<file path="src/rtl/uff_pkg.sv">
// shared types, codes and constants for the uart ring buffer with rts/cts flow control
package uff_pkg;

	localparam int TX_DEPTH_DEF = 64;
	localparam int RX_DEPTH_DEF = 64;

	localparam int ACT_W   = 2;
	localparam int DATA_W  = 8;
	localparam int LVL_W   = 7;
	localparam int STAT_W  = 2;
	localparam int CFG_IDX_W = 1;

	localparam logic [LVL_W-1:0] RTS_OFF_RST = LVL_W'(48);
	localparam logic [LVL_W-1:0] RTS_ON_RST  = LVL_W'(16);

	typedef enum logic [ACT_W-1:0] {
		ACT_WRITE = 2'd0,
		ACT_READ  = 2'd1,
		ACT_LINE  = 2'd2,
		ACT_TICK  = 2'd3
	} action_t;

	typedef enum logic [CFG_IDX_W-1:0] {
		REG_RTS_OFF = 1'b0,
		REG_RTS_ON  = 1'b1
	} reg_idx_t;

	localparam logic [STAT_W-1:0] ST_OK     = 2'd0;
	localparam logic [STAT_W-1:0] ST_REJECT = 2'd1;
	localparam logic [STAT_W-1:0] ST_EMPTY  = 2'd2;

	typedef struct packed {
		logic [ACT_W-1:0]  action;
		logic [DATA_W-1:0] data;
		logic              batch_first;
		logic [LVL_W-1:0]  batch_count;
		logic              cts_active;
	} in_item_t;

	typedef struct packed {
		logic [DATA_W-1:0] out_data;
		logic              out_valid;
		logic [STAT_W-1:0] status;
		logic              rts_active;
		logic [LVL_W-1:0]  rx_count;
		logic [LVL_W-1:0]  tx_free;
		logic              tx_idle;
	} out_item_t;

	typedef struct packed {
		logic exec;
		logic load;
	} ctl_cmd_t;

	typedef struct packed {
		logic out_full;
	} ctl_sts_t;

endpackage

</file>
<file path="src/rtl/uff_if.sv">
// request and result channel interfaces
interface uff_item_if import uff_pkg::*; ();
	logic     valid;
	logic     ready;
	in_item_t payload;

	modport source (output valid, output payload, input ready);
	modport sink (input valid, input payload, output ready);
endinterface

interface uff_result_if import uff_pkg::*; ();
	logic      valid;
	logic      ready;
	out_item_t payload;

	modport source (output valid, output payload, input ready);
	modport sink (input valid, input payload, output ready);
endinterface

</file>
<file path="src/rtl/uart_fifo_rts_cts_flow_control.sv">
// top level of the uart ring buffer with rts/cts flow control
//
// item_ch takes one request per handshake: a host write of a tx byte, a host
// read of an rx byte, a byte from the line, or a transmitter ready tick with
// the partner's cts level. result_ch returns exactly one result per request,
// in order, with the byte moved (if any), a status code, the rts level and
// the rx count and tx free space after the request.
// A request accepted on a clock edge reads the ring memory on that edge, and
// its status is kept in a pending register; the output register then loads
// the result once it is empty or being taken, and item_ch is ready again
// from that load on, as the ring memories have a registered read port.
// When result_ch stalls, the result waits in the output register and one
// more request can still be accepted; its result is held inside until the
// output register is taken, and item_ch stays low meanwhile.
// Reset empties both rings, asserts rts and sets the rts off and on levels
// to 48 and 16. Write the levels through cfg_we, cfg_idx and cfg_wdata only
// while no request is in flight.
module uart_fifo_rts_cts_flow_control import uff_pkg::*; #(
	parameter int TX_DEPTH = TX_DEPTH_DEF,
	parameter int RX_DEPTH = RX_DEPTH_DEF
) (
	input  logic                 clk,
	input  logic                 arst_n,
	input  logic                 cfg_we,
	input  logic [CFG_IDX_W-1:0] cfg_idx,
	input  logic [LVL_W-1:0]     cfg_wdata,
	uff_item_if.sink             item_ch,
	uff_result_if.source         result_ch
);

	ctl_cmd_t cmd;
	ctl_sts_t sts;

	uff_ctrl u_ctrl (
		.clk       (clk),
		.arst_n    (arst_n),
		.in_valid  (item_ch.valid),
		.out_ready (result_ch.ready),
		.sts       (sts),
		.cmd       (cmd),
		.in_ready  (item_ch.ready)
	);

	uff_dp #(.TX_DEPTH(TX_DEPTH), .RX_DEPTH(RX_DEPTH)) u_dp (
		.clk       (clk),
		.arst_n    (arst_n),
		.cfg_we    (cfg_we),
		.cfg_idx   (cfg_idx),
		.cfg_wdata (cfg_wdata),
		.item      (item_ch.payload),
		.cmd       (cmd),
		.out_ready (result_ch.ready),
		.sts       (sts),
		.res       (result_ch.payload),
		.res_valid (result_ch.valid)
	);

`ifndef ASSERT_OFF
	a_one_in_flight: assert property (@(posedge clk) disable iff (!arst_n)
		item_ch.valid && item_ch.ready |=> !item_ch.ready)
		else $error("request accepted while another is in flight");

	a_load_after_exec: assert property (@(posedge clk) disable iff (!arst_n)
		cmd.exec |-> !cmd.load)
		else $error("request executed while a result is being loaded");

	a_byte_is_ok: assert property (@(posedge clk) disable iff (!arst_n)
		result_ch.valid && result_ch.payload.out_valid |->
		result_ch.payload.status == ST_OK && !result_ch.payload.tx_idle)
		else $error("result carries a byte with a non-ok status");

	a_idle_is_empty: assert property (@(posedge clk) disable iff (!arst_n)
		result_ch.valid && result_ch.payload.tx_idle |->
		result_ch.payload.status == ST_EMPTY && !result_ch.payload.out_valid)
		else $error("tx idle result without empty status");
`endif

endmodule

</file>
<file path="src/rtl/uff_ram.sv">
// generic single-write, single-read ram with registered read data
module uff_ram #(
	parameter int WIDTH = 8,
	parameter int DEPTH = 64
) (
	input  logic                     clk,
	input  logic                     we,
	input  logic [$clog2(DEPTH)-1:0] waddr,
	input  logic [WIDTH-1:0]         wdata,
	input  logic                     re,
	input  logic [$clog2(DEPTH)-1:0] raddr,
	output logic [WIDTH-1:0]         rdata
);

	logic [WIDTH-1:0] mem_q [DEPTH];
	logic [WIDTH-1:0] rdata_q;

	always_ff @(posedge clk) begin
		if (we) begin
			mem_q[waddr] <= wdata;
		end
		if (re) begin
			rdata_q <= mem_q[raddr];
		end
	end

	assign rdata = rdata_q;

endmodule

</file>
<file path="src/rtl/uff_ctrl.sv">
// request sequencing state machine
module uff_ctrl import uff_pkg::*; (
	input  logic     clk,
	input  logic     arst_n,
	input  logic     in_valid,
	input  logic     out_ready,
	input  ctl_sts_t sts,
	output ctl_cmd_t cmd,
	output logic     in_ready
);

	typedef enum logic {
		S_IDLE,
		S_LOAD
	} state_t;

	state_t state_q;
	logic   rdy_q;

	assign cmd.exec = rdy_q & in_valid;
	assign cmd.load = (state_q == S_LOAD) & (~sts.out_full | out_ready);
	assign in_ready = rdy_q;

	always_ff @(posedge clk or negedge arst_n) begin
		if (!arst_n) begin
			state_q <= S_IDLE;
			rdy_q   <= 1'b1;
		end else begin
			unique case (state_q)
				S_IDLE: begin
					if (in_valid) begin
						state_q <= S_LOAD;
						rdy_q   <= 1'b0;
					end
				end
				S_LOAD: begin
					if (cmd.load) begin
						state_q <= S_IDLE;
						rdy_q   <= 1'b1;
					end
				end
			endcase
		end
	end

endmodule

</file>
<file path="src/rtl/uff_dp.sv">
// ring indices, fill counts, flow control state, ring memories and result register
module uff_dp import uff_pkg::*; #(
	parameter int TX_DEPTH = TX_DEPTH_DEF,
	parameter int RX_DEPTH = RX_DEPTH_DEF
) (
	input  logic                 clk,
	input  logic                 arst_n,
	input  logic                 cfg_we,
	input  logic [CFG_IDX_W-1:0] cfg_idx,
	input  logic [LVL_W-1:0]     cfg_wdata,
	input  in_item_t             item,
	input  ctl_cmd_t             cmd,
	input  logic                 out_ready,
	output ctl_sts_t             sts,
	output out_item_t            res,
	output logic                 res_valid
);

	localparam int TXI = $clog2(TX_DEPTH);
	localparam int TXC = $clog2(TX_DEPTH + 1);
	localparam int RXI = $clog2(RX_DEPTH);
	localparam int RXC = $clog2(RX_DEPTH + 1);
	localparam int TCW = (TXC > LVL_W) ? TXC : LVL_W;
	localparam int RCW = (RXC > LVL_W) ? RXC : LVL_W;

	typedef struct packed {
		logic              has_data;
		logic              from_tx;
		logic [STAT_W-1:0] status;
		logic              rts_active;
		logic [LVL_W-1:0]  rx_count;
		logic [LVL_W-1:0]  tx_free;
		logic              tx_idle;
	} pend_t;

	function automatic logic [TXI-1:0] tx_adv(input logic [TXI-1:0] i);
		return (i == TXI'(TX_DEPTH - 1)) ? '0 : i + 1'b1;
	endfunction

	function automatic logic [RXI-1:0] rx_adv(input logic [RXI-1:0] i);
		return (i == RXI'(RX_DEPTH - 1)) ? '0 : i + 1'b1;
	endfunction

	logic [TXI-1:0]   tx_wr_q, tx_rd_q, tx_wr_nx, tx_rd_nx;
	logic [TXC-1:0]   tx_fill_q, tx_fill_nx;
	logic [RXI-1:0]   rx_wr_q, rx_rd_q, rx_wr_nx, rx_rd_nx;
	logic [RXC-1:0]   rx_fill_q, rx_fill_nx;
	logic             rts_q, rts_nx;
	logic             brej_q, brej_nx;
	logic [LVL_W-1:0] off_q, on_q;
	pend_t            pend_q, pend_nx;
	out_item_t        out_q;
	logic             out_vld_q;

	logic             tx_we, tx_re, rx_we, rx_re;
	logic [DATA_W-1:0] tx_rdata, rx_rdata;
	logic [TCW-1:0]   tx_free_cur;
	logic             rej;

	always_comb begin
		tx_wr_nx   = tx_wr_q;
		tx_rd_nx   = tx_rd_q;
		tx_fill_nx = tx_fill_q;
		rx_wr_nx   = rx_wr_q;
		rx_rd_nx   = rx_rd_q;
		rx_fill_nx = rx_fill_q;
		rts_nx     = rts_q;
		brej_nx    = brej_q;
		tx_we      = 1'b0;
		tx_re      = 1'b0;
		rx_we      = 1'b0;
		rx_re      = 1'b0;
		pend_nx    = '0;
		tx_free_cur = TCW'(TX_DEPTH) - TCW'(tx_fill_q);
		rej        = TCW'(item.batch_count) > tx_free_cur;

		unique case (action_t'(item.action))
			ACT_WRITE: begin
				if (item.batch_first) begin
					brej_nx = rej;
				end
				if (brej_nx || tx_fill_q == TXC'(TX_DEPTH)) begin
					pend_nx.status = ST_REJECT;
				end else begin
					tx_we      = 1'b1;
					tx_wr_nx   = tx_adv(tx_wr_q);
					tx_fill_nx = tx_fill_q + 1'b1;
				end
			end
			ACT_READ: begin
				if (rx_fill_q != '0) begin
					rx_re            = 1'b1;
					rx_rd_nx         = rx_adv(rx_rd_q);
					rx_fill_nx       = rx_fill_q - 1'b1;
					pend_nx.has_data = 1'b1;
				end else begin
					pend_nx.status = ST_EMPTY;
				end
				if (RCW'(rx_fill_nx) <= RCW'(on_q)) begin
					rts_nx = 1'b1;
				end
			end
			ACT_LINE: begin
				if (rx_fill_q != RXC'(RX_DEPTH)) begin
					rx_we      = 1'b1;
					rx_wr_nx   = rx_adv(rx_wr_q);
					rx_fill_nx = rx_fill_q + 1'b1;
				end else begin
					pend_nx.status = ST_REJECT;
				end
				if (RCW'(rx_fill_nx) >= RCW'(off_q)) begin
					rts_nx = 1'b0;
				end
			end
			ACT_TICK: begin
				if (tx_fill_q == '0) begin
					pend_nx.status  = ST_EMPTY;
					pend_nx.tx_idle = 1'b1;
				end else if (!item.cts_active) begin
					pend_nx.status = ST_EMPTY;
				end else begin
					tx_re            = 1'b1;
					tx_rd_nx         = tx_adv(tx_rd_q);
					tx_fill_nx       = tx_fill_q - 1'b1;
					pend_nx.has_data = 1'b1;
					pend_nx.from_tx  = 1'b1;
				end
			end
		endcase

		pend_nx.rts_active = rts_nx;
		pend_nx.rx_count   = LVL_W'(rx_fill_nx);
		pend_nx.tx_free    = LVL_W'(TCW'(TX_DEPTH) - TCW'(tx_fill_nx));
	end

	uff_ram #(.WIDTH(DATA_W), .DEPTH(TX_DEPTH)) u_tx_ram (
		.clk   (clk),
		.we    (cmd.exec & tx_we),
		.waddr (tx_wr_q),
		.wdata (item.data),
		.re    (cmd.exec & tx_re),
		.raddr (tx_rd_q),
		.rdata (tx_rdata)
	);

	uff_ram #(.WIDTH(DATA_W), .DEPTH(RX_DEPTH)) u_rx_ram (
		.clk   (clk),
		.we    (cmd.exec & rx_we),
		.waddr (rx_wr_q),
		.wdata (item.data),
		.re    (cmd.exec & rx_re),
		.raddr (rx_rd_q),
		.rdata (rx_rdata)
	);

	always_ff @(posedge clk or negedge arst_n) begin
		if (!arst_n) begin
			tx_wr_q   <= '0;
			tx_rd_q   <= '0;
			tx_fill_q <= '0;
			rx_wr_q   <= '0;
			rx_rd_q   <= '0;
			rx_fill_q <= '0;
			rts_q     <= 1'b1;
			brej_q    <= 1'b0;
			off_q     <= RTS_OFF_RST;
			on_q      <= RTS_ON_RST;
			out_vld_q <= 1'b0;
		end else begin
			if (cfg_we) begin
				unique case (reg_idx_t'(cfg_idx))
					REG_RTS_OFF: off_q <= cfg_wdata;
					REG_RTS_ON:  on_q  <= cfg_wdata;
				endcase
			end
			if (cmd.exec) begin
				tx_wr_q   <= tx_wr_nx;
				tx_rd_q   <= tx_rd_nx;
				tx_fill_q <= tx_fill_nx;
				rx_wr_q   <= rx_wr_nx;
				rx_rd_q   <= rx_rd_nx;
				rx_fill_q <= rx_fill_nx;
				rts_q     <= rts_nx;
				brej_q    <= brej_nx;
			end
			if (cmd.load) begin
				out_vld_q <= 1'b1;
			end else if (out_ready) begin
				out_vld_q <= 1'b0;
			end
		end
	end

	always_ff @(posedge clk) begin
		if (cmd.exec) begin
			pend_q <= pend_nx;
		end
		if (cmd.load) begin
			out_q.out_data   <= pend_q.has_data ?
				(pend_q.from_tx ? tx_rdata : rx_rdata) : '0;
			out_q.out_valid  <= pend_q.has_data;
			out_q.status     <= pend_q.status;
			out_q.rts_active <= pend_q.rts_active;
			out_q.rx_count   <= pend_q.rx_count;
			out_q.tx_free    <= pend_q.tx_free;
			out_q.tx_idle    <= pend_q.tx_idle;
		end
	end

	assign sts.out_full = out_vld_q;
	assign res          = out_q;
	assign res_valid    = out_vld_q;

endmodule

</file>
<file path="src/flat_wrapper.sv">
// flat-port wrapper written by rule: the top's interface ports become plain ports
module uart_fifo_rts_cts_flow_control_flat import uff_pkg::*;
#(
	parameter int TX_DEPTH = TX_DEPTH_DEF,
	parameter int RX_DEPTH = RX_DEPTH_DEF
)
  (clk, arst_n, cfg_we, cfg_idx, cfg_wdata, item_ch_valid, item_ch_payload, item_ch_ready, result_ch_valid, result_ch_payload, result_ch_ready);
  uff_item_if item_ch_i ();
  uff_result_if result_ch_i ();
  input  logic clk;
  input  logic arst_n;
  input  logic cfg_we;
  input  logic [CFG_IDX_W-1:0] cfg_idx;
  input  logic [LVL_W-1:0] cfg_wdata;
  input wire logic [$bits(item_ch_i.valid)-1:0] item_ch_valid;
  input wire logic [$bits(item_ch_i.payload)-1:0] item_ch_payload;
  output wire logic [$bits(item_ch_i.ready)-1:0] item_ch_ready;
  output wire logic [$bits(result_ch_i.valid)-1:0] result_ch_valid;
  output wire logic [$bits(result_ch_i.payload)-1:0] result_ch_payload;
  input wire logic [$bits(result_ch_i.ready)-1:0] result_ch_ready;
  assign item_ch_i.valid = item_ch_valid;
  assign item_ch_i.payload = item_ch_payload;
  assign item_ch_ready = item_ch_i.ready;
  assign result_ch_valid = result_ch_i.valid;
  assign result_ch_payload = result_ch_i.payload;
  assign result_ch_i.ready = result_ch_ready;
  uart_fifo_rts_cts_flow_control #(.TX_DEPTH(TX_DEPTH), .RX_DEPTH(RX_DEPTH)) u_core (.clk(clk), .arst_n(arst_n), .cfg_we(cfg_we), .cfg_idx(cfg_idx), .cfg_wdata(cfg_wdata), .item_ch(item_ch_i), .result_ch(result_ch_i));
endmodule
</file>
<file path="config.mk">
export PLATFORM = sky130hd
export DESIGN_NAME = uart_fifo_rts_cts_flow_control_flat
export DESIGN_NICKNAME = d
export VERILOG_FILES = /design/src/rtl/uff_pkg.sv /design/src/rtl/uff_if.sv /design/src/rtl/uart_fifo_rts_cts_flow_control.sv /design/src/rtl/uff_ram.sv /design/src/rtl/uff_ctrl.sv /design/src/rtl/uff_dp.sv /design/src/flat_wrapper.sv
export SDC_FILE = /design/constraint.sdc
export NUM_CORES = 1
export LEC_CHECK = 0
export BUFFER_PORTS_ARGS = -buffer_cell sky130_fd_sc_hd__buf_2
export CORE_MARGIN = 10
export CORE_UTILIZATION = 57
export DETAILED_ROUTE_END_ITERATION = 10
export GPL_TIMING_DRIVEN = 1
export PLACE_DENSITY = 0.73
export SYNTH_ARGS = -nofsm -noshare
export SYNTH_HDL_FRONTEND = slang
export SYNTH_SLANG_ARGS = --single-unit
export TNS_END_PERCENT = 5
</file>
<file path="constraint.sdc">
create_clock -name clk -period 7.05 [get_ports clk]
set_input_delay 0.705 -clock clk [delete_from_list [all_inputs] [get_ports clk]]
set_output_delay 0.705 -clock clk [all_outputs]
set_load 0.02 [all_outputs]
</file>
; Word level (Yosys, flattened, before mapping)
; Memory sizes are Yosys's and may differ from the RTL's. A register that Yosys moved wholly into a read port is not among the register bits.
; Index checks and enable logic that the tools add are counted.
[totals]
n_memories = 2
out_inout_bits = 29
ram_bits = 1024
in_bits = 32
elab_cells = 130
register_bits = 104
[classes]
bitwise_logic = 13
eq_ne = 11
n_reduce_logical = 14
add_sub_neg = 10
muxes = 50
magnitude_cmp = 3
[memory_table]
columns = name, depth, width, read_ports, rd_ports_with_merged_regs, write_ports, line_no
row1 = u_core.u_dp.u_rx_ram.mem_q, 64, 8, 1, 1, 1, uff_ram.sv:15  ; logic [WIDTH-1:0] mem_q [DEPTH];
row2 = u_core.u_dp.u_tx_ram.mem_q, 64, 8, 1, 1, 1, uff_ram.sv:15
[op_table]
columns = cell, count
row1 = 7-bit 2-to-1 mux, 7
row2 = 7-bit one-hot mux with 2 select lines, 2
row3 = 1-bit 2-to-1 mux, 26
row4 = "6-bit by 1-bit adder with 6-bit output, second input constant", 4
row5 = "6-bit equality test, second input constant", 4
row6 = 6-bit 2-to-1 mux, 4
row7 = "7-bit by 1-bit adder with 7-bit output, second input constant", 2
row8 = "7-bit by 1-bit subtractor with 7-bit output, second input constant", 2
row9 = "7-bit subtractor, first input constant", 2
row10 = 2-bit 2-to-1 mux, 5
row11 = 3-bit AND reduction, 3
row12 = 8-bit 2-to-1 mux, 1
row13 = 1-bit one-hot mux with 2 select lines, 4
row14 = 2-bit one-hot mux with 4 select lines, 1
row15 = 2-bit AND reduction, 4
row16 = "7-bit equality test, second input constant", 1
row17 = 7-bit >= comparator, 1
row18 = 7-bit greater-than comparator, 1
row19 = 7-bit <= comparator, 1
row20 = 7-bit logical NOT, 1
row21 = "7-bit != test, second input constant", 1
row22 = 7-bit nonzero test, 1
row23 = 1-bit bitwise AND, 6
row24 = 1-bit NOT, 6
row25 = 10 further kinds, 11

; Depth between registers and ports, before layout
; Gate-level depths: netlist (run 1).
[depth]
ltp_word = 10
depth_mapped = 17
ltp_nobuf = 16

; By module
; Synthesis (run 1) repeated with hierarchy kept, for this count alone.
[hier_totals]
hier_cells = 2427
area_unflattened_um2 = 46224.3
[modules_own_cells]
columns = mod, cells_per_inst, seq_area_each_um2, area_per_inst_um2, n_inst
row1 = uff_ram, 940, 15615.0, 20246.9, 2
row2 = uff_dp, 537, 2792.7, 5626.6, 1
row3 = uff_ctrl, 10, 51.3, 103.8, 1

; Least setup slack after synthesis (run 1)
; OpenSTA, ideal clock, no wires.
[synth_path]
kind = register -> register
start = register u_core.u_dp.tx_fill_q[0]
end = memory u_core.u_dp.u_tx_ram.mem_q[31][0] (enable)
stages_incl_launch_ff = 16
t_arrival_ns = 3.655
setup_time_ns = 0.371
n_path_buf = 2
synth_period_minus_slack_ns = 4.025
t_required_ns = 6.679
path_slack_ns = 3.025
path_cell_list = dfrtp_1 > inv_1 > ha_1 > or4b_4 > nor2_2 > xnor2_1 > ha_1 > a21oi_1 > o211ai_1 > o2bb2ai_1 > buf_2 > nand2_1 > nor2_1 > nand4_1 > clkbuf_1 > nor2_1
[synth_via]
elab_chain_len = 10
elab_cells_between_ends = 11
cone_classes = add/sub: 1 / order compare: 1 / eq/ne: 1 / mux: 6 / bitwise: 1 / reduce/logical: 1
[synth_lines]
columns = element, line_no
row1 = "start, declared", uff_dp.sv:45  ; logic [TXC-1:0] tx_fill_q, tx_fill_nx;
row2 = "start signal, assigned", uff_dp.sv:179  ; tx_fill_q <= tx_fill_nx;
row3 = 7-bit subtractor, uff_dp.sv:74  ; tx_free_cur = TCW'(TX_DEPTH) - TCW'(tx_fill_q);
row4 = 7-bit greater-than comparator, uff_dp.sv:75  ; rej = TCW'(item.batch_count) > tx_free_cur;
row5 = 1-bit 2-to-1 mux, uff_dp.sv:79  ; if (item.batch_first) begin
row6 = 1-bit 2-to-1 mux, uff_dp.sv:77  ; unique case (action_t'(item.action))
row7 = 1-bit logical OR (*), uff_dp.sv:82  ; if (brej_nx || tx_fill_q == TXC'(TX_DEPTH)) begin
row8 = 1-bit 2-to-1 mux (*), uff_dp.sv:82
row9 = 1-bit 2-to-1 mux (*), uff_dp.sv:77
row10 = 1-bit bitwise AND (*), uff_dp.sv:138  ; .we (cmd.exec & tx_we),
row11 = 1-bit 2-to-1 mux (*), uff_ram.sv:19  ; if (we) begin
row12 = 1-bit 2-to-1 mux (implied by the code) (*), uff_ram.sv:20  ; mem_q[waddr] <= wdata;
row13 = "end, declared", uff_ram.sv:15
; Mark *: on every way between the ends. The rest lies on a longest branch, timed or not. The select of a mux whose other input is x is not followed.

; Worst setup path after layout (run 1)
[layout_path]
start = register u_core.u_dp.tx_fill_q[0]
end = memory u_core.u_dp.u_tx_ram.mem_q[14][5] (enable)
; The elaborated chain is that of the path after synthesis.

==> metrics.txt, run 1 <==
# TYPE chip_impl_metric gauge
chip_impl_metric{name="worstPathMaxFanout",unit=""} 12
chip_impl_metric{name="fin_total_pwr",unit="mW"} 18.1
chip_impl_metric{name="cap_viol_max_count",unit=""} 0
chip_impl_metric{name="floorplan.initialDensity",unit="%"} 57.6
chip_impl_metric{name="drt_pass1_iterations",unit=""} 5
chip_impl_metric{name="die_width",unit="um"} 302
chip_impl_metric{name="critical_path_required_time",unit="ns"} 7.34
chip_impl_metric{name="post-route-worst-setup-slack",unit="ns"} 1.70
chip_impl_info{name="critPathKind",value="reg2reg"} 1
chip_impl_metric{name="ctsHoldBuffers",unit=""} 0
chip_impl_metric{name="clk-insertion-delay-late",unit="ns"} 0.67
chip_impl_metric{name="global_route.usage.total",unit="%"} 22.5
chip_impl_metric{name="antenna_left",unit=""} 0
chip_impl_metric{name="slew-limit-headroom",unit="%"} 23.5
chip_impl_metric{name="syn_inst",unit=""} 2171
chip_impl_metric{name="clock.fmax",unit="MHz"} 187
chip_impl_metric{name="clock-skew-final",unit="ns"} 0.0184
chip_impl_metric{name="cts.clk_slew.worst_paths",unit="ns"} 0.06
chip_impl_metric{name="finalSetupViolCount",unit=""} 0
chip_impl_metric{name="placementRows",unit=""} 103
chip_impl_metric{name="flops_latches_synth",unit=""} 1144
chip_impl_metric{name="dp_slack",unit="ns"} 1.90
chip_impl_metric{name="grt_pass1_wl",unit="mm"} 152
chip_impl_info{name="run_status",value="finished, final reports clean"} 1
chip_impl_info{name="timing.rr.end",value="u_core.u_dp.u_tx_ram.mem_q[14][5]"} 1
chip_impl_metric{name="routedWlPerCell",unit="um"} 29.8
chip_impl_metric{name="synth_edf_count",unit=""} 1087
chip_impl_metric{name="cts-buffers-inserted",unit=""} 110
chip_impl_metric{name="reg2regPathDepth",unit=""} 14
chip_impl_info{name="synth_flop_cell",value="edfxtp_1"} 1
chip_impl_metric{name="power_density",unit="nW/um^2"} 356
chip_impl_info{name="worst_hold_check_path_type",value="in2async"} 1
chip_impl_metric{name="netlist.area_leader.share",unit="%"} 71.8
chip_impl_info{name="yosys-top-cells-area",value="edfxtp_1 72%, mux4_2 17%, dfrtp_1 2.9%"} 1
chip_impl_metric{name="hold_viol",unit=""} 0
chip_impl_metric{name="worst-slew-pin-transition",unit="ns"} 1.15
chip_impl_metric{name="reg2reg_setup_slack",unit="ns"} 1.70
chip_impl_metric{name="post-cts-setup-buffer-count",unit=""} 0
chip_impl_metric{name="seqCellArea",unit="um^2"} 34100
chip_impl_metric{name="clockBufferDepth",unit=""} 3
chip_impl_info{name="endpoint_kind",value="flop"} 1
chip_impl_metric{name="insertedDiodeCount",unit=""} 0
chip_impl_metric{name="placed_cells_incl_taps",unit=""} 3192
chip_impl_metric{name="floorplan.io_pins",unit=""} 61
chip_impl_metric{name="largest_vdd_supply_drop",unit="mV"} 0.262
chip_impl_metric{name="post_drt_via_cell_ratio",unit=""} 6.55
chip_impl_metric{name="final_layout_size_suffix_gt1_share",unit="%"} 27.0
chip_impl_metric{name="largest_net_degree_at_the_start_of_global_routing",unit=""} 92
chip_impl_metric{name="leakage",unit="nW"} 15.9
chip_impl_info{name="tritoncts_clock_tree",value="built"} 1
chip_impl_metric{name="globalplace.congestion",unit=""} 0.878
chip_impl_metric{name="final_period_minus_worst_setup_slack",unit="ns"} 5.35
chip_impl_info{name="rr_startpoint",value="u_core.u_dp.tx_fill_q[0]"} 1
chip_impl_metric{name="die_h",unit="um"} 302
chip_impl_metric{name="htreeDepth",unit=""} 3
chip_impl_metric{name="core",unit="um^2"} 79000
chip_impl_metric{name="fin_hold_ws",unit="ns"} 0.208
chip_impl_metric{name="synthDistinctLibCells",unit=""} 63
chip_impl_metric{name="asyncSetResetFlopFracSynth",unit="%"} 4.98
chip_impl_metric{name="final.fill_count",unit=""} 5066
chip_impl_metric{name="finalWirelength",unit="mm"} 101
chip_impl_metric{name="synthesis.nets",unit=""} 2237
chip_impl_metric{name="stdcell_count",unit=""} 3399
chip_impl_metric{name="area_delta_synth_final",unit="%"} 11.4
chip_impl_metric{name="grt_overflow",unit=""} 0
chip_impl_metric{name="multi_input_area",unit="um^2"} 10800
chip_impl_metric{name="postSynthAreaPerCell",unit="um^2"} 20.9
chip_impl_metric{name="antenna_found_initial",unit=""} 3
chip_impl_metric{name="final_min_period_over_clock_period",unit="%"} 75.9
chip_impl_metric{name="synth_seq_area_share",unit="%"} 74.9
chip_impl_metric{name="setup-tns-final",unit="ns"} 0
chip_impl_info{name="setup_repair_after_global_routing_missed_its_margin",value="false"} 1
chip_impl_info{name="netlist.top_cell.by_area",value="edfxtp_1"} 1
chip_impl_metric{name="io_buffer_count",unit=""} 60
chip_impl_metric{name="grt_pass1_vias",unit=""} 22288
chip_impl_metric{name="die-area",unit="um^2"} 91500
chip_impl_metric{name="crit_arrival",unit="ns"} 5.64
chip_impl_metric{name="final_nets",unit=""} 2320
chip_impl_metric{name="post_cts.resized_instances",unit=""} 0
chip_impl_info{name="worst_setup_path_start_kind",value="flop"} 1
chip_impl_info{name="root_buffer",value="clkbuf_16"} 1
chip_impl_metric{name="clock_sink_count",unit=""} 1144
chip_impl_metric{name="detailedRoute.firstIterationViolations",unit=""} 2858
chip_impl_metric{name="remaining_drc_errors",unit=""} 0
chip_impl_metric{name="finalMaxSlewViolations",unit=""} 0
chip_impl_metric{name="synth-warning-count",unit=""} 0
chip_impl_metric{name="post_synth_instance_area",unit="um^2"} 45500
chip_impl_metric{name="detailed_place_hpwl",unit="mm"} 61.0
chip_impl_metric{name="via_count",unit=""} 22273
## state kept, by name, summed over array words and instances (netlist names), 6 cells and up
name	count
u_core.u_dp.tx_wr_q	6
u_core.u_dp.u_rx_ram.mem_q	512
u_core.u_dp.u_rx_ram.rdata	8
u_core.u_dp.res	27
u_core.u_dp.tx_fill_q	7
u_core.u_dp.rx_fill_q	7
u_core.u_dp.tx_rd_q	6
u_core.u_dp.rx_rd_q	6
u_core.u_dp.rx_wr_q	6
u_core.u_dp.u_tx_ram.rdata	8
u_core.u_dp.off_q	7
u_core.u_dp.pend_q	20
u_core.u_dp.on_q	7
u_core.u_dp.u_tx_ram.mem_q	512
## metrics by stage
step,cell area (um^2),utilization (%)
finish,50600,64.1
global route,50600,64.1
floorplan,45500,-
detailed placement,46900,59.3
CTS,50600,64.1
global placement,46900,59.3
## worst max-delay path, cell delays in order, from the launching register on
cell       delay, ns
dfrtp_1         0.46
inv_1           0.18
ha_1            0.26
or4b_4          0.54
nor2_2          0.17
xnor2_1         0.09
ha_1            0.32
nand4_1         0.13
o21ai_0         0.19
o2bb2ai_1       0.13
buf_4           0.20
nand2_1         0.08
nor3_1          0.41
nand3_1         0.90
nor2_1          0.91
## cells by family after synthesis
group / count (synthesis) / share of synthesized area, %
AND/OR/NAND/NOR: 343 / 3.40
adder cells (fa/ha/maj): 34 / 0.936
buffers and inverters: 150 / 1.33
XOR/XNOR: 29 / 0.559
flip-flops: 1144 / 74.9
multiplexers: 362 / 17.3
AO/OA/AOI/OAI: 109 / 1.59
## cell usage after synthesis, drive strengths merged (7+ instances only)
cell type and count:
o21ai 41, mux2 15, mux4 336, a21oi 22
a21o 7, nor2 155, xnor2 23, nand4 13
mux2i 11, edfxtp 1087, and3 8, dfrtp 52
inv 35, nand2 82, clkbuf 67, nor2b 17
ha 34, nand3 29, buf 47, nor3 10
## worst max path at each step
stage	startpoint	to	slack [ns]	depth (start not counted)
final	u_core.u_dp.tx_fill_q[0]	u_core.u_dp.u_tx_ram.mem_q[14][5]	1.70	14
after global routing	u_core.u_dp.tx_fill_q[0]	u_core.u_dp.u_tx_ram.mem_q[14][3]	1.39	14
after CTS	u_core.u_dp.tx_fill_q[0]	u_core.u_dp.u_tx_ram.mem_q[13][2]	1.82	14
after detailed placement	u_core.u_dp.tx_fill_q[0]	u_core.u_dp.u_tx_ram.mem_q[14][6]	1.90	14
after global placement	u_core.u_dp.tx_fill_q[0]	u_core.u_dp.u_tx_ram.mem_q[21][5]	2.02	14
after floorplan	u_core.u_dp.tx_fill_q[0]	u_core.u_dp.u_tx_ram.mem_q[31][0]	3.02	15
## final cells by class
class	instances	share of cell area, %
tap	1050	2.59
clock inverter	76	1.77
multi-input combinational	877	21.3
timing repair buffer	85	1.05
inverter	36	0.267
sequential	1144	67.3
clock buffer	131	5.67
## cells in the final DEF (no fill, tap or decap), types with 11 or more instances in the layout
cell type / Yosys / final
edfxtp_1: 1087 / 1087
mux4_2: 336 / 336
nor2_1: 153 / 153
clkbuf_16: 0 / 111
nand2_1: 81 / 81
buf_2: 28 / 52
dfrtp_1: 52 / 46
o21ai_0: 36 / 36
inv_1: 34 / 34
ha_1: 34 / 34
buf_4: 0 / 31
nand3_1: 29 / 29
xnor2_1: 23 / 23
a21oi_1: 22 / 22
clkinv_1: 1 / 21
clkinv_2: 0 / 19
clkbuf_1: 67 / 18
nor2b_1: 17 / 17
bufinv_16: 0 / 17
mux2_2: 15 / 15
nand4_1: 13 / 13
mux2i_1: 11 / 11
clkinvlp_4: 0 / 11
## where the power goes
group	leakage [nW]	internal [mW]	switching, mW	total, mW
sequential	10.5	7.73	0.311	8.04
clock	1.81	3.55	2.50	6.06
combinational	3.59	1.90	2.05	3.95
## metal layers
layer  vias to the layer above  wire, um  track usage [%]
li1                       9102         -                -
met1                     11690     40500             33.2
met2                      1323     48400             34.5
met3                       154      9800             4.30
met4                         4      2540             6.60
met5                         -        30                0
Note: power is estimated with default switching activity, not from simulation.
==> inputs of run 2 (changes only) <==
clock period = 5.6 ns   (was 7.05 ns; I/O delays follow)
==> metrics.txt, run 2 (synthesis results as in run 1) <==
# TYPE chip_impl_metric gauge
chip_impl_metric{name="reg2regPathDepth",unit=""} 14
chip_impl_info{name="tritoncts_clock_tree",value="built"} 1
chip_impl_info{name="setup_repair_after_global_routing_missed_its_margin",value="false"} 1
chip_impl_metric{name="reg2reg_setup_slack",unit="ns"} 0.52
chip_impl_metric{name="routedWlPerCell",unit="um"} 29.9
chip_impl_metric{name="cts.clk_slew.worst_paths",unit="ns"} 0.07
chip_impl_metric{name="htreeDepth",unit=""} 3
chip_impl_info{name="worst_hold_check_path_type",value="in2async"} 1
chip_impl_metric{name="detailed_place_hpwl",unit="mm"} 62.0
chip_impl_metric{name="largest_net_degree_at_the_start_of_global_routing",unit=""} 91
chip_impl_info{name="root_buffer",value="clkbuf_16"} 1
chip_impl_metric{name="power_density",unit="nW/um^2"} 441
chip_impl_info{name="timing.rr.end",value="u_core.u_dp.u_tx_ram.mem_q[17][7]"} 1
chip_impl_metric{name="core",unit="um^2"} 79000
chip_impl_metric{name="crit_arrival",unit="ns"} 5.36
chip_impl_metric{name="final_min_period_over_clock_period",unit="%"} 90.7
chip_impl_metric{name="clock-skew-final",unit="ns"} 0.0220
chip_impl_metric{name="area_delta_synth_final",unit="%"} 11.1
chip_impl_metric{name="insertedDiodeCount",unit=""} 0
chip_impl_metric{name="critical_path_required_time",unit="ns"} 5.89
chip_impl_info{name="commonest_cells_after_routing_fill_and_taps_aside",value="1087 x edfxtp_1, 336 x mux4_2, 153 x nor2_1"} 1
chip_impl_info{name="final_common_cell",value="edfxtp_1"} 1
chip_impl_metric{name="finalSetupViolCount",unit=""} 0
chip_impl_metric{name="floorplan.initialDensity",unit="%"} 57.6
chip_impl_metric{name="slew-limit-headroom",unit="%"} 16.2
chip_impl_metric{name="grt_pass1_wl",unit="mm"} 153
chip_impl_metric{name="die_h",unit="um"} 302
chip_impl_metric{name="utilization",unit="%"} 64.0
chip_impl_metric{name="clockBufferDepth",unit=""} 3
chip_impl_metric{name="clk-insertion-delay-late",unit="ns"} 0.67
chip_impl_metric{name="post-cts-setup-buffer-count",unit=""} 0
chip_impl_metric{name="finalWirelength",unit="mm"} 102
chip_impl_metric{name="global_route.usage.total",unit="%"} 22.6
chip_impl_metric{name="clock.fmax",unit="MHz"} 197
chip_impl_metric{name="finalMaxSlewViolations",unit=""} 0
chip_impl_metric{name="die_width",unit="um"} 302
chip_impl_metric{name="hold_viol",unit=""} 0
chip_impl_metric{name="post_drt_via_cell_ratio",unit=""} 6.53
chip_impl_info{name="worst_setup_path_start_kind",value="flop"} 1
chip_impl_metric{name="placementRows",unit=""} 103
chip_impl_metric{name="fin_total_pwr",unit="mW"} 22.3
chip_impl_info{name="run_status",value="finished, final reports clean"} 1
chip_impl_metric{name="final_period_minus_worst_setup_slack",unit="ns"} 5.08
chip_impl_info{name="rr_startpoint",value="u_core.u_dp.tx_fill_q[0]"} 1
chip_impl_info{name="endpoint_kind",value="flop"} 1
chip_impl_metric{name="antenna_left",unit=""} 0
chip_impl_metric{name="via_count",unit=""} 22323
chip_impl_metric{name="final_layout_size_suffix_gt1_share",unit="%"} 27.2
chip_impl_metric{name="drt_pass1_iterations",unit=""} 7
chip_impl_metric{name="largest_vdd_supply_drop",unit="mV"} 0.247
chip_impl_metric{name="detailedRoute.firstIterationViolations",unit=""} 2736
chip_impl_metric{name="grt_overflow",unit=""} 0
chip_impl_metric{name="clock_sink_count",unit=""} 1144
chip_impl_metric{name="cap_viol_max_count",unit=""} 0
chip_impl_metric{name="fin_hold_ws",unit="ns"} 0.0545
chip_impl_metric{name="die-area",unit="um^2"} 91500
chip_impl_metric{name="leakage",unit="nW"} 15.9
chip_impl_metric{name="remaining_drc_errors",unit=""} 0
chip_impl_metric{name="post_cts.resized_instances",unit=""} 0
chip_impl_metric{name="setup-tns-final",unit="ns"} 0
chip_impl_metric{name="grt_pass1_vias",unit=""} 22342
chip_impl_metric{name="io_buffer_count",unit=""} 60
chip_impl_metric{name="worstPathMaxFanout",unit=""} 12
chip_impl_info{name="critPathKind",value="reg2reg"} 1
chip_impl_metric{name="worst-slew-pin-transition",unit="ns"} 1.25
chip_impl_metric{name="cts-buffers-inserted",unit=""} 108
chip_impl_info{name="setup.worst_path.start",value="u_core.u_dp.tx_fill_q[0]"} 1
chip_impl_metric{name="globalplace.congestion",unit=""} 0.910
chip_impl_metric{name="antenna_found_initial",unit=""} 2
chip_impl_metric{name="ctsHoldBuffers",unit=""} 0
chip_impl_metric{name="floorplan.io_pins",unit=""} 61
chip_impl_metric{name="final_nets",unit=""} 2343
run 2: changes by cell type in the layout (fill, tap and decap cells not counted), moves of 3 or more:
cell	previous run	this run
clkinvlp_4	11	8
clkinv_1	21	17
inv_6	1	4
clkinv_2	19	13
clkbuf_8	2	5
buf_4	31	54
clkbuf_1	18	29
bufinv_16	17	7
run 2: layout make-up:
class / count / area, um^2
Timing Repair Buffer: 110 / 746
Fill cell: 5030 / 28500
Clock buffer: 143 / 2910
Clock inverter: 56 / 558
Inverter: 36 / 135
Sequential cell: 1144 / 34100
Multi-Input combinational cell: 877 / 10800
Tap cell: 1050 / 1310
run 2: how the worst max path moves through the flow:
stage / endpoint / depth (start not counted)
6_report: u_core.u_dp.u_tx_ram.mem_q[17][7] / 14
5_1_grt: u_core.u_dp.u_tx_ram.mem_q[17][7] / 14
4_1_cts: u_core.u_dp.u_tx_ram.mem_q[17][7] / 14
3_5_place_dp: u_core.u_dp.u_tx_ram.mem_q[17][2] / 14
3_3_place_gp: u_core.u_dp.u_tx_ram.mem_q[16][1] / 14
2_1_floorplan: u_core.u_dp.u_tx_ram.mem_q[31][0] / 15
run 2: per-stage QoR:
stage	instances	instance area, um^2	setup slack (ns)
3_5_place_dp	3217	47100	0.680
4_1_cts	3416	50500	0.623
6_report	3416	50500	0.523
2_1_floorplan	2171	45500	1.57
5_1_grt	3416	50500	0.260
3_3_place_gp	3217	47100	0.826
run 2: power breakdown:
group,internal (mW),switching (mW)
logic,2.42,2.47
clock network,3.99,3.12
registers,9.73,0.546
run 2: per-layer routing:
metal / wire length [um] / up-vias / GRT usage, %
met5: 11 / - / 0
met4: 2550 / 2 / 6.52
met3: 9460 / 176 / 4.14
met2: 49300 / 1301 / 35.2
met1: 40800 / 11714 / 32.9
li1: - / 9130 / -
run 2: worst max-delay path, stage by stage (launching register included):
cell and delay (ns):
dfrtp_1 0.46, inv_1 0.19, ha_1 0.27, or4b_4 0.53, nor2_2 0.16, xnor2_1 0.08
ha_1 0.32, nand4_1 0.12, o21ai_0 0.21, o2bb2ai_1 0.15, buf_4 0.21, nand2_1 0.14
nor2_1 0.47, nand3_1 0.61, nor2_1 0.78
==> inputs of run 3 (changes only) <==
SYNTH_HIERARCHICAL = 1   (was not set)
==> metrics.txt, run 3 <==
# TYPE chip_impl_metric gauge
chip_impl_metric{name="final_nets",unit=""} 2574
chip_impl_info{name="yosys-top-cells-area",value="edfxtp_1 71%, mux4_2 12%, dfrtp_1 2.8%"} 1
chip_impl_metric{name="grt_pass1_vias",unit=""} 23727
chip_impl_metric{name="io_buffer_count",unit=""} 60
chip_impl_metric{name="grt_pass1_wl",unit="mm"} 157
chip_impl_metric{name="floorplan.io_pins",unit=""} 61
chip_impl_metric{name="met1_global_route_usage",unit="%"} 32.3
chip_impl_metric{name="clock_sink_count",unit=""} 1144
chip_impl_metric{name="synthesis.nets",unit=""} 2493
chip_impl_metric{name="core",unit="um^2"} 80400
chip_impl_info{name="critical_path.slowest_cell",value="nor2_1"} 1
chip_impl_metric{name="htreeDepth",unit=""} 3
chip_impl_metric{name="cts.clk_slew.worst_paths",unit="ns"} 0.06
chip_impl_info{name="netlist.top_cell.by_area",value="edfxtp_1"} 1
chip_impl_metric{name="dp_slack",unit="ns"} 0.433
chip_impl_metric{name="global_route.usage.total",unit="%"} 22.1
chip_impl_metric{name="die_h",unit="um"} 305
chip_impl_metric{name="worst-slew-pin-transition",unit="ns"} 1.18
chip_impl_metric{name="via_count",unit=""} 24005
chip_impl_metric{name="floorplan.initialDensity",unit="%"} 57.5
chip_impl_info{name="yosysMostFrequentCell",value="edfxtp_1"} 1
chip_impl_metric{name="grt_overflow",unit=""} 0
chip_impl_metric{name="post_synth_instance_area",unit="um^2"} 46200
chip_impl_metric{name="post_drt_via_cell_ratio",unit=""} 6.56
chip_impl_info{name="endpoint_kind",value="flop"} 1
chip_impl_metric{name="hold_viol",unit=""} 0
chip_impl_info{name="post_synth_most_frequent_cells",value="1087 x edfxtp_1, 252 x mux4_2, 193 x nor2_1, 99 x nand2_1, 57 x mux2i_1"} 1
chip_impl_info{name="busiest_layer",value="met2"} 1
chip_impl_metric{name="detailedRoute.firstIterationViolations",unit=""} 2972
chip_impl_metric{name="die_width",unit="um"} 305
chip_impl_info{name="setup_repair_after_global_routing_missed_its_margin",value="true"} 1
chip_impl_info{name="final_common_cell",value="edfxtp_1"} 1
chip_impl_metric{name="synth_edf_count",unit=""} 1087
chip_impl_metric{name="drt_pass1_iterations",unit=""} 6
chip_impl_info{name="path_cells",value="inv_1 -> ha_1 -> nand2_1 -> xnor2_1 -> ha_1 -> a21oi_1 -> o221ai_1 -> o21ai_2 -> nand4_1 -> inv_1 -> nor2b_1 -> nand3_1 -> nor2_1"} 1
chip_impl_info{name="run_status",value="finished, final reports clean"} 1
chip_impl_metric{name="stdcell_count",unit=""} 3658
chip_impl_metric{name="antenna_found_initial",unit=""} 1
chip_impl_metric{name="asyncSetResetFlopFracSynth",unit="%"} 4.98
chip_impl_metric{name="fin_total_pwr",unit="mW"} 22.8
chip_impl_metric{name="critical_path_required_time",unit="ns"} 5.89
chip_impl_metric{name="synth_seq_area_share",unit="%"} 73.7
chip_impl_metric{name="power_density",unit="nW/um^2"} 446
chip_impl_metric{name="clk-insertion-delay-late",unit="ns"} 0.66
chip_impl_metric{name="leakage",unit="nW"} 16.1
chip_impl_metric{name="die-area",unit="um^2"} 92900
chip_impl_metric{name="antenna_left",unit=""} 0
chip_impl_metric{name="clock.fmax",unit="MHz"} 185
chip_impl_metric{name="finalWirelength",unit="mm"} 104
chip_impl_metric{name="grt_use_met3",unit="%"} 4.65
chip_impl_metric{name="crit_arrival",unit="ns"} 5.68
chip_impl_metric{name="placementRows",unit=""} 104
chip_impl_metric{name="remaining_drc_errors",unit=""} 0
chip_impl_metric{name="reg2reg_setup_slack",unit="ns"} 0.20
chip_impl_info{name="worst_hold_check_path_type",value="in2async"} 1
chip_impl_metric{name="clockBufferDepth",unit=""} 3
chip_impl_metric{name="postSynthAreaPerCell",unit="um^2"} 19.0
chip_impl_info{name="root_buffer",value="clkbuf_16"} 1
chip_impl_metric{name="synthDistinctLibCells",unit=""} 77
chip_impl_metric{name="finalSetupViolCount",unit=""} 0
chip_impl_info{name="commonest_cells_after_routing_fill_and_taps_aside",value="1087 x edfxtp_1, 252 x mux4_2, 191 x nor2_1"} 1
chip_impl_info{name="synth_flop_cell",value="edfxtp_1"} 1
chip_impl_info{name="tritoncts_clock_tree",value="built"} 1
chip_impl_metric{name="netlist.area_leader.share",unit="%"} 70.6
chip_impl_metric{name="final_min_period_over_clock_period",unit="%"} 96.4
chip_impl_metric{name="detailed_place_hpwl",unit="mm"} 63.2
chip_impl_metric{name="flops_latches_synth",unit=""} 1144
chip_impl_metric{name="placed_cells_incl_taps",unit=""} 3457
chip_impl_metric{name="final_layout_size_suffix_gt1_share",unit="%"} 22.6
chip_impl_metric{name="post-route-worst-setup-slack",unit="ns"} 0.203
chip_impl_metric{name="largest_vdd_supply_drop",unit="mV"} 0.301
chip_impl_info{name="critPathKind",value="reg2reg"} 1
chip_impl_metric{name="globalplace.congestion",unit=""} 0.918
chip_impl_metric{name="syn_inst",unit=""} 2427
chip_impl_metric{name="worstPathMaxFanout",unit=""} 13
chip_impl_metric{name="cts-buffers-inserted",unit=""} 108
chip_impl_metric{name="finalMaxSlewViolations",unit=""} 0
chip_impl_metric{name="synth-warning-count",unit=""} 6
chip_impl_metric{name="cp_slowest_stage_delay",unit="ns"} 0.77
chip_impl_metric{name="largest_net_degree_at_the_start_of_global_routing",unit=""} 88
chip_impl_info{name="worst_setup_path_start_kind",value="flop"} 1
chip_impl_metric{name="slew-limit-headroom",unit="%"} 20.7
chip_impl_metric{name="clock-skew-final",unit="ns"} 0.0192
chip_impl_metric{name="globalRouteMet2Util",unit="%"} 33.8
chip_impl_metric{name="post-cts-setup-buffer-count",unit=""} 0
chip_impl_metric{name="cap_viol_max_count",unit=""} 0
chip_impl_metric{name="final_period_minus_worst_setup_slack",unit="ns"} 5.40
chip_impl_metric{name="area_delta_synth_final",unit="%"} 10.5
chip_impl_metric{name="routedWlPerCell",unit="um"} 28.3
chip_impl_metric{name="reg2regPathDepth",unit=""} 13
chip_impl_metric{name="fin_hold_ws",unit="ns"} 0.0680
[run 3: what timing repair did]
item,4_1_cts,5_1_grt
hold buffers,0,0
gates resized for setup,0,1
setup endpoints to repair,0,80
[run 3: stage by stage]
stage	cell area, um^2	TNS, ns	utilization [%]
floorplan	46200	0	-
global placement	47400	0	59.0
detailed placement	47400	0	59.0
CTS	51100	0	63.5
global route	51100	-6.67	63.5
finish	51100	0	63.5
[run 3: layout make-up]
cell class / instances / area (um^2)
clock inverters: 67 / 723
inverters: 35 / 131
well taps: 1060 / 1330
diodes: 1 / 2.50
flip-flops and latches: 1144 / 34100
multi-input cells: 1123 / 11300
repair buffers: 96 / 603
clock buffers: 132 / 2900
fillers: 5270 / 29400
[run 3: worst max-delay path: cells and delay by family, from the launching register on]
kind,cells,cell delay (ns)
fa+ha+maj,2,0.69
buf+inv,2,0.55
flops,1,0.49
simple gates,5,2.10
xor+xnor,1,0.28
compound gates,3,0.91
[run 3: kinds of logic (layout without fill, tap and decap cells)]
| kind of cell | Yosys count | in the layout | share of synthesized area [%] |
|---|---|---|---|
| xor+xnor | 26 | 26 | 0.493 |
| other cells | 0 | 1 | 0 |
| buf+inv | 160 | 330 | 1.89 |
| simple gates | 481 | 481 | 4.91 |
| mux | 351 | 351 | 14.5 |
| compound gates | 231 | 231 | 3.54 |
| fa+ha+maj | 34 | 34 | 0.920 |
| flops | 1144 | 1144 | 73.7 |
[run 3: power breakdown]
group          internal (mW)  switching, mW  total, mW
combinational           2.40           2.65       5.05
sequential              9.66          0.695       10.4
clock                   4.36           3.03       7.38
[run 3: worst paths after layout]
kind / to / from
max in group asynchronous: u_core/u_dp/tx_rd_q[0] / arst_n
worst max-delay path: u_core/u_dp/u_tx_ram/mem_q[62][2] / u_core/u_dp/tx_fill_q[0]
worst max register to register: u_core/u_dp/u_tx_ram/mem_q[62][2] / u_core/u_dp/tx_fill_q[0]
worst min register to register: u_core/u_dp/res[15] / u_core/u_dp/pend_q[15]
worst min-delay path: u_core/u_dp/on_q[3] / arst_n
min in group clk: u_core/u_dp/off_q[5] / cfg_wdata[5]
[run 3: routing by layer]
layer / vias up / routed length, um
li1: 10003 / -
met3: 176 / 10600
met1: 12402 / 41700
met5: - / 0
met4: 0 / 2350
met2: 1424 / 48900
